**src/rtl/s2umap_pkg.sv**
```systemverilog
// ----------------------------------------------------------------------------
// s2umap_pkg
// Shared types and constants for the sequence-to-UID map: beat payloads,
// request and status codes, the decoded command passed from front to back.
// ----------------------------------------------------------------------------
package s2umap_pkg;

  // Table geometry
  localparam int TABLE_DEPTH = 1024;
  localparam int IDX_W       = $clog2(TABLE_DEPTH);
  localparam int CNT_W       = $clog2(TABLE_DEPTH + 1);

  // Field widths of the beats
  localparam int REQ_W  = 3;
  localparam int SEQ_W  = 11;
  localparam int UID_W  = 32;
  localparam int NUID_W = UID_W + 1;
  localparam int CMP_W  = ((CNT_W > SEQ_W) ? CNT_W : SEQ_W) + 1;

  // Command queue between front and back (depth is a power of two)
  localparam int Q_DEPTH = 2;
  localparam int Q_PTR_W = $clog2(Q_DEPTH);
  localparam int Q_CNT_W = $clog2(Q_DEPTH + 1);

  // Request codes as they arrive on the input beat
  localparam logic [REQ_W-1:0] REQ_APPEND   = 3'd0;
  localparam logic [REQ_W-1:0] REQ_EXPUNGE  = 3'd1;
  localparam logic [REQ_W-1:0] REQ_SEQ2UID  = 3'd2;
  localparam logic [REQ_W-1:0] REQ_UID2SEQ  = 3'd3;
  localparam logic [REQ_W-1:0] REQ_RESET    = 3'd4;

  typedef enum logic [2:0] {
    ST_OK        = 3'd0,
    ST_NOT_FOUND = 3'd1,
    ST_SEQ_RANGE = 3'd2,
    ST_UID_ORDER = 3'd3,
    ST_FULL      = 3'd4
  } status_e;

  // Decoded operation
  typedef enum logic [2:0] {
    OP_NOP,
    OP_APPEND,
    OP_EXPUNGE,
    OP_SEQ2UID,
    OP_UID2SEQ,
    OP_RESET
  } op_e;

  typedef struct packed {
    logic [REQ_W-1:0] req_type;
    logic [SEQ_W-1:0] seq;
    logic [UID_W-1:0] uid;
  } in_item_t;

  typedef struct packed {
    status_e           status;
    logic [SEQ_W-1:0]  seq_out;
    logic [UID_W-1:0]  uid_out;
    logic [SEQ_W-1:0]  entry_count;
    logic [NUID_W-1:0] next_uid;
  } out_item_t;

  typedef struct packed {
    op_e              op;
    logic [SEQ_W-1:0] seq;
    logic [UID_W-1:0] uid;
  } cmd_t;

endpackage

```
**src/rtl/s2umap_front.sv**
```systemverilog
// ----------------------------------------------------------------------------
// s2umap_front
// Accepts request beats, decodes the request type and holds decoded
// commands in a short queue until the back end pops them.
// ----------------------------------------------------------------------------
module s2umap_front (
  input  logic                  clk_i,
  input  logic                  rst_ni,
  input  logic                  in_valid_i,
  output logic                  in_stall_o,
  input  s2umap_pkg::in_item_t  in_item_i,
  output logic                  cmd_valid_o,
  output s2umap_pkg::cmd_t      cmd_o,
  input  logic                  cmd_pop_i
);
  import s2umap_pkg::*;

  cmd_t               queue_q [Q_DEPTH];
  logic [Q_PTR_W-1:0] wr_ptr_q, wr_ptr_d;
  logic [Q_PTR_W-1:0] rd_ptr_q, rd_ptr_d;
  logic [Q_CNT_W-1:0] fill_q, fill_d;
  logic               push;
  logic               pop;
  cmd_t               cmd_dec;

  // Classify the request
  always_comb begin
    cmd_dec.seq = in_item_i.seq;
    cmd_dec.uid = in_item_i.uid;
    case (in_item_i.req_type)
      REQ_APPEND:  cmd_dec.op = OP_APPEND;
      REQ_EXPUNGE: cmd_dec.op = OP_EXPUNGE;
      REQ_SEQ2UID: cmd_dec.op = OP_SEQ2UID;
      REQ_UID2SEQ: cmd_dec.op = OP_UID2SEQ;
      REQ_RESET:   cmd_dec.op = OP_RESET;
      default:     cmd_dec.op = OP_NOP;
    endcase
  end

  assign in_stall_o  = (fill_q == Q_CNT_W'(Q_DEPTH));
  assign cmd_valid_o = (fill_q != '0);
  assign cmd_o       = queue_q[rd_ptr_q];
  assign push        = in_valid_i && !in_stall_o;
  assign pop         = cmd_pop_i && cmd_valid_o;

  // Advance pointers and fill level
  always_comb begin
    wr_ptr_d = wr_ptr_q;
    rd_ptr_d = rd_ptr_q;
    fill_d   = fill_q;
    if (push) begin
      wr_ptr_d = wr_ptr_q + Q_PTR_W'(1);
    end
    if (pop) begin
      rd_ptr_d = rd_ptr_q + Q_PTR_W'(1);
    end
    if (push && !pop) begin
      fill_d = fill_q + Q_CNT_W'(1);
    end else if (pop && !push) begin
      fill_d = fill_q - Q_CNT_W'(1);
    end
  end

  always_ff @(posedge clk_i or negedge rst_ni) begin
    if (!rst_ni) begin
      wr_ptr_q <= '0;
      rd_ptr_q <= '0;
      fill_q   <= '0;
    end else begin
      wr_ptr_q <= wr_ptr_d;
      rd_ptr_q <= rd_ptr_d;
      fill_q   <= fill_d;
    end
  end

  // Store the decoded beat
  always_ff @(posedge clk_i) begin
    if (push) begin
      queue_q[wr_ptr_q] <= cmd_dec;
    end
  end

endmodule

```
**config.mk**
```make
export PLATFORM = sky130hd
export DESIGN_NAME = s2umap_front
export DESIGN_NICKNAME = d
export VERILOG_FILES = /design/src/rtl/s2umap_pkg.sv /design/src/rtl/s2umap_front.sv
export SDC_FILE = /design/constraint.sdc
export NUM_CORES = 1
export LEC_CHECK = 0
export ABC_AREA = 1
export BUFFER_PORTS_ARGS = -buffer_cell sky130_fd_sc_hd__buf_2
export CORE_MARGIN = 4
export CORE_UTILIZATION = 25
export CTS_BUF_LIST = sky130_fd_sc_hd__clkbuf_8 sky130_fd_sc_hd__clkbuf_16
export CTS_CLUSTER_DIAMETER = 100
export CTS_CLUSTER_SIZE = 10
export DETAILED_ROUTE_END_ITERATION = 12
export PLACE_DENSITY = 0.54
export SYNTH_ARGS = -nofsm -noshare
export SYNTH_HDL_FRONTEND = slang
export SYNTH_SLANG_ARGS = --single-unit
```
**constraint.sdc**
```tcl
create_clock -name clk_i -period 3 [get_ports clk_i]
set_input_delay 0 -clock clk_i [delete_from_list [all_inputs] [get_ports clk_i]]
set_output_delay 0 -clock clk_i [all_outputs]
set_load 0.01 [all_outputs]
```
## Word-level counts from Yosys, hierarchy flattened

Memories as Yosys holds them, arrays and structs flattened.
Cells that the tools add are included.

| storage, ports and cells | value |
|---|---|
| output and inout port bits | 48 |
| memories kept | 1 |
| input bits | 50 |
| bits in writable memories | 92 |
| bits in registers | 4 |

| operators by class | value |
|---|---|
| muxes and demuxes | 5 |
| reductions and logical operators | 10 |
| add/sub/neg operators | 4 |
| equality and inequality tests | 5 |

Memories:

| memory | depth | width | read ports | clocked after memory_dff | write ports | line | text |
|---|---|---|---|---|---|---|---|
| queue_q | 2 | 46 | 1 | 0 | 1 | s2umap_front.sv:18 | `cmd_t queue_q [Q_DEPTH];` |

Operators with widths:

| operator | count |
|---|---|
| case mux 3 bit (5 select lines) | 1 |
| == test 3 x 2 -> 1 bit, second input constant | 2 |
| logical AND 1 bit | 4 |
| 2-to-1 mux 2 bit | 2 |
| nonzero test 2 bit | 2 |
| == test 3 x 1 -> 1 bit, second input constant | 1 |
| == test 3 bit, second input constant | 1 |
| zero test 1 bit | 3 |
| zero test 3 bit | 1 |
| adder 1 bit, second input constant | 2 |
| adder 2 x 1 -> 2 bit, second input constant | 1 |
| == test 2 bit, second input constant | 1 |
| 2-to-1 mux 1 bit | 2 |
| subtractor 2 x 1 -> 2 bit, second input constant | 1 |

## Longest topological paths before layout

| depth | value |
|---|---|
| depth after elaboration | 7 |
| depth in mapped cells | 9 |
| gate-level depth less buffers | 9 |

## Least setup slack after synthesis

Ideal clock, no wire load.

| timing path | value |
|---|---|
| path type | register to register |
| from | register fill_q[1] |
| to | memory queue_q[1][0] (netlist bit), enable pin |
| clock period less this slack | 2.940 ns |
| cell stages (with the launch flop) | 4 |
| required time | 2.550 ns |
| arrival | 2.490 ns |
| slack | 0.060 ns |
| buffers on the path | 0 |
| cells stage by stage | dfrtp_1 -> inv_1 -> o21ai_0 -> nor2_1 |

| between the ends | value |
|---|---|
| word-level cells in the longest chain between the ends | 5 |

RTL lines:

| item | line | text |
|---|---|---|
| from (decl) | s2umap_front.sv:21 | `logic [Q_CNT_W-1:0] fill_q, fill_d;` |
| from (signal assigned) | s2umap_front.sv:72 | `fill_q <= fill_d;` |
| == test 2 bit | s2umap_front.sv:40 | `assign in_stall_o = (fill_q == Q_CNT_W'(Q_DEPTH));` |
| zero test 1 bit | s2umap_front.sv:43 | `assign push = in_valid_i && !in_stall_o;` |
| logical AND 1 bit | s2umap_front.sv:43 |  |
| 2-to-1 mux 1 bit | s2umap_front.sv:78 | `if (push) begin` |
| 2-to-1 mux 1 bit (not written as such) | s2umap_front.sv:79 | `queue_q[wr_ptr_q] <= cmd_dec;` |
| to (decl) | s2umap_front.sv:18 |  |

Every way passes these cells.

==> run summary <==
The flow ran to the end, and the final reports show no timing, DRC or antenna violations. The worst setup path is launched from a register. The final hold violation count is 0. The cell area after synthesis is 3630 sq um. Setup repair after global routing left no endpoint under its margin.

The part of the power in registers is between 40% and 50%. Of the synthesized area, sequential elements account for 78.9%. The placeable core region came out at roughly 14,000 sq um. Setup violations remaining at the end of the flow were counted as 0. Counting every instance in the synthesized netlist gives 278. For the worst-skew pair, the clock arrives at the later sink with an insertion delay of approximately 340 ps. The number of max-slew violations in the final report came out at 0. The count of yosys warnings during synthesis is 0. The post-route netlist has 27.6% of its cells at a drive strength greater than 1. The critical-path maximum fanout came out at 47. The number of buffers inserted by port buffering is 97.

The average wire per standard cell came out at 12.5 um. The floorplan step defined a die boundary enclosing roughly 16,000 sq um. The total global routing track utilization is under 10%. For the pin with the worst max-slew slack, the measured transition is between 800 and 900 ps. Entering global routing, the biggest net connects 48 pins. The H-tree depth came out at 3. The worst setup path is of the register to output pin kind. The arrival time at the worst endpoint came out at ~1700 ps. The initial standard-cell utilization of the core came out at between 20% and 30%. TritonCTS built the clock tree. The placed instance count is ~550. The number of different library cells used by synthesis comes to 16. The final critical-path share of the clock period is 57.9%. The min-delay analysis places its worst path in the category input pin to register.

In this run switching power makes up 32.2% of total power. Across the routed clock network, the largest skew measured is 5.56 ps. In the final design database the tool counted between 400 and 500 nets. The placed wire-length estimate is 4820 um. The total number of vias came out at 2,412. Summing all flip-flop and latch instances after layout gives about 2900 sq um.

IR analysis of the VDD net gives a maximum drop of between 0.3 and 0.4 mV. The final cell count without fillers came out at about 610. The net switching power of the design is around 1500 uW. The top achievable clock speed came out at roughly 580 MHz.

The wire length reported by the detailed router came out at between 7000 and 8000 um. The routed design could run at a clock period as short as roughly 1700 ps. The vias per cell is 3.93. The number of max-capacitance violations reported came out at 0. The filler cells instantiated in the layout total 1,363. The buffer levels on the longest clock path came out at 2.

STA classifies the critical path endpoint as an output pin. The internal power consumption came out at 3140 uW. Power spread over the standard cell area amounts to about 900 nW/um^2.

The repair_antennas step left the layout with diodes totalling 0. The number of antenna violations at the first check in global routing came out at 0. Synthesis inferred 96 register bits. Summed over all cells, the static leakage comes to 0.00219 uW. The combinational cell fraction of total power is 31.5%. Leaving out fill and tap cells, the most frequent cells in the layout are sky130_fd_sc_hd__nand2_1, sky130_fd_sc_hd__buf_2, sky130_fd_sc_hd__edfxtp_1. Dividing the synthesized area by the synthesized cell count gives between 10 and 15 sq um.

The clock network power share is 27.4%. The post-CTS setup repair buffer count is 0. The number of top-level pins came out at 98. The number of CTS-inserted buffers is 9. After detailed routing, the number of remaining DRC violations is 0.

The required time of the worst setup path is 3000 ps. The clock input transition at the sequential cells of the worst setup and hold paths is ~60 ps. The via count of the first global-routing pass came out at between 2,000 and 2,500.

The detailed router's first-iteration violation count came out at 84. The cell sitting at the root of the clock tree is a sky130_fd_sc_hd__clkbuf_16. For the final routed database, the setup TNS stands at 0 ps. Row generation in the floorplan step produced 43 rows. The register-to-register setup slack came out at roughly 1300 ps.

The clock net sink count came out at 96. Global routing finished with a remaining overflow of 0. The most common library cell in the layout ignoring fill and taps is sky130_fd_sc_hd__nand2_1. Relative to the synthesized area, the layout overhead comes to 40.9%.

The horizontal die dimension is roughly 130 um. The height of the chip is 128 um. The area used by multi-input combinational logic is roughly 650 sq um. The global-route wire length before repair came out at between 10,000 and 15,000 um. The remaining max-slew budget at the tightest pin is ~43%.

The antenna violation net count after detailed routing came out at 0. The final RePlAce weighted congestion came out at between 0.6 and 0.7. The detailed-router iteration count before antenna repair is 4. The total nets after synthesis is ~330.
## per-stage QoR
step                power [uW]  worst slack [ps]  instance area (sq um)  hold WS [ps]  util (%)
finish                    4630              1260                   5110          30.5      36.4
CTS                       4730              1180                   5110          17.6      36.4
global placement          3370              1300                   4280          -186      30.5
floorplan                 2850              60.0                   3630          -296         -
detailed placement        3400              1250                   4280          -185      30.5
global route              4960              1000                   5110          92.4      36.4
## path summary, 6_finish.rpt
kind	depth (start not counted)	start	endpoint
min reg2reg	2	fill_q[1]$_DFFE_PN0P_	fill_q[1]$_DFFE_PN0P_
min	5	in_valid_i	wr_ptr_q$_DFFE_PN0P_
max	4	rd_ptr_q$_DFFE_PN0P_	cmd_o[37]
min in group asynchronous	3	rst_ni	wr_ptr_q$_DFFE_PN0P_
max reg2reg	6	fill_q[1]$_DFFE_PN0P_	queue_q[0][22]$_DFFE_PP_
max in group asynchronous	3	rst_ni	rd_ptr_q$_DFFE_PN0P_
## synth_stat cells (all sizes together)
library cell	number	share of area, %
xnor2	1	0.24
buf	10	2.6
nand4	1	0.17
o21ai	2	0.28
dfrtp	4	2.8
a21oi	1	0.14
nor2	4	0.41
nor3b	1	0.21
nand2	151	16
nand3	2	0.28
inv	8	0.83
ha	1	0.34
edfxtp	92	76
## power by group through the flow
stage	combinational (uW)	sequential (uW)	clock [uW]
after floorplan	916	1930	0
after global placement	1440	1930	0
after detailed placement	1460	1940	0
after CTS	1520	1910	1310
after global routing	1660	1930	1370
final	1460	1910	1270
## cells by family after synthesis
logic type	share of synthesized area, %
AND/OR/NAND/NOR	16.7
flip-flops	78.9
buffers and inverters	3.38
AO/OA/AOI/OAI	0.414
XOR/XNOR	0.242
adder cells (fa/ha/maj)	0.345
## sequential cells by signal, indices dropped and copies added (netlist names)
name      count
wr_ptr_q      1
rd_ptr_q      1
fill_q        2
queue_q      92
## critical path, cell delays in order, from the launching register on
cell	delay, ps
sky130_fd_sc_hd__dfrtp_2	400
sky130_fd_sc_hd__inv_2	620
sky130_fd_sc_hd__nand2_1	110
sky130_fd_sc_hd__nand2_1	120
sky130_fd_sc_hd__buf_2	140
## timing repair
item                      4_1_cts  5_1_grt
hold buffers                   49        0
hold endpoints to repair       95        0
resized for setup               0        0
## layout make-up
class                      count  area share [%]
sequential                    96            56.0
clock inverter                 7            2.18
clock buffer                   9            4.41
tap                          180            4.41
timing repair buffer         150            19.7
inverter                       8           0.588
multi-input combinational    164            12.7
## per-layer routing
layer  vias up  GRT usage (%)  wire length (um)
li1       1226              -                 -
met1      1110           10.9              3080
met2        63           17.0              3970
met3        13           3.53               493
met4         0           3.75               127
met5         -              0                 0
(Power assumes the default switching activity.)
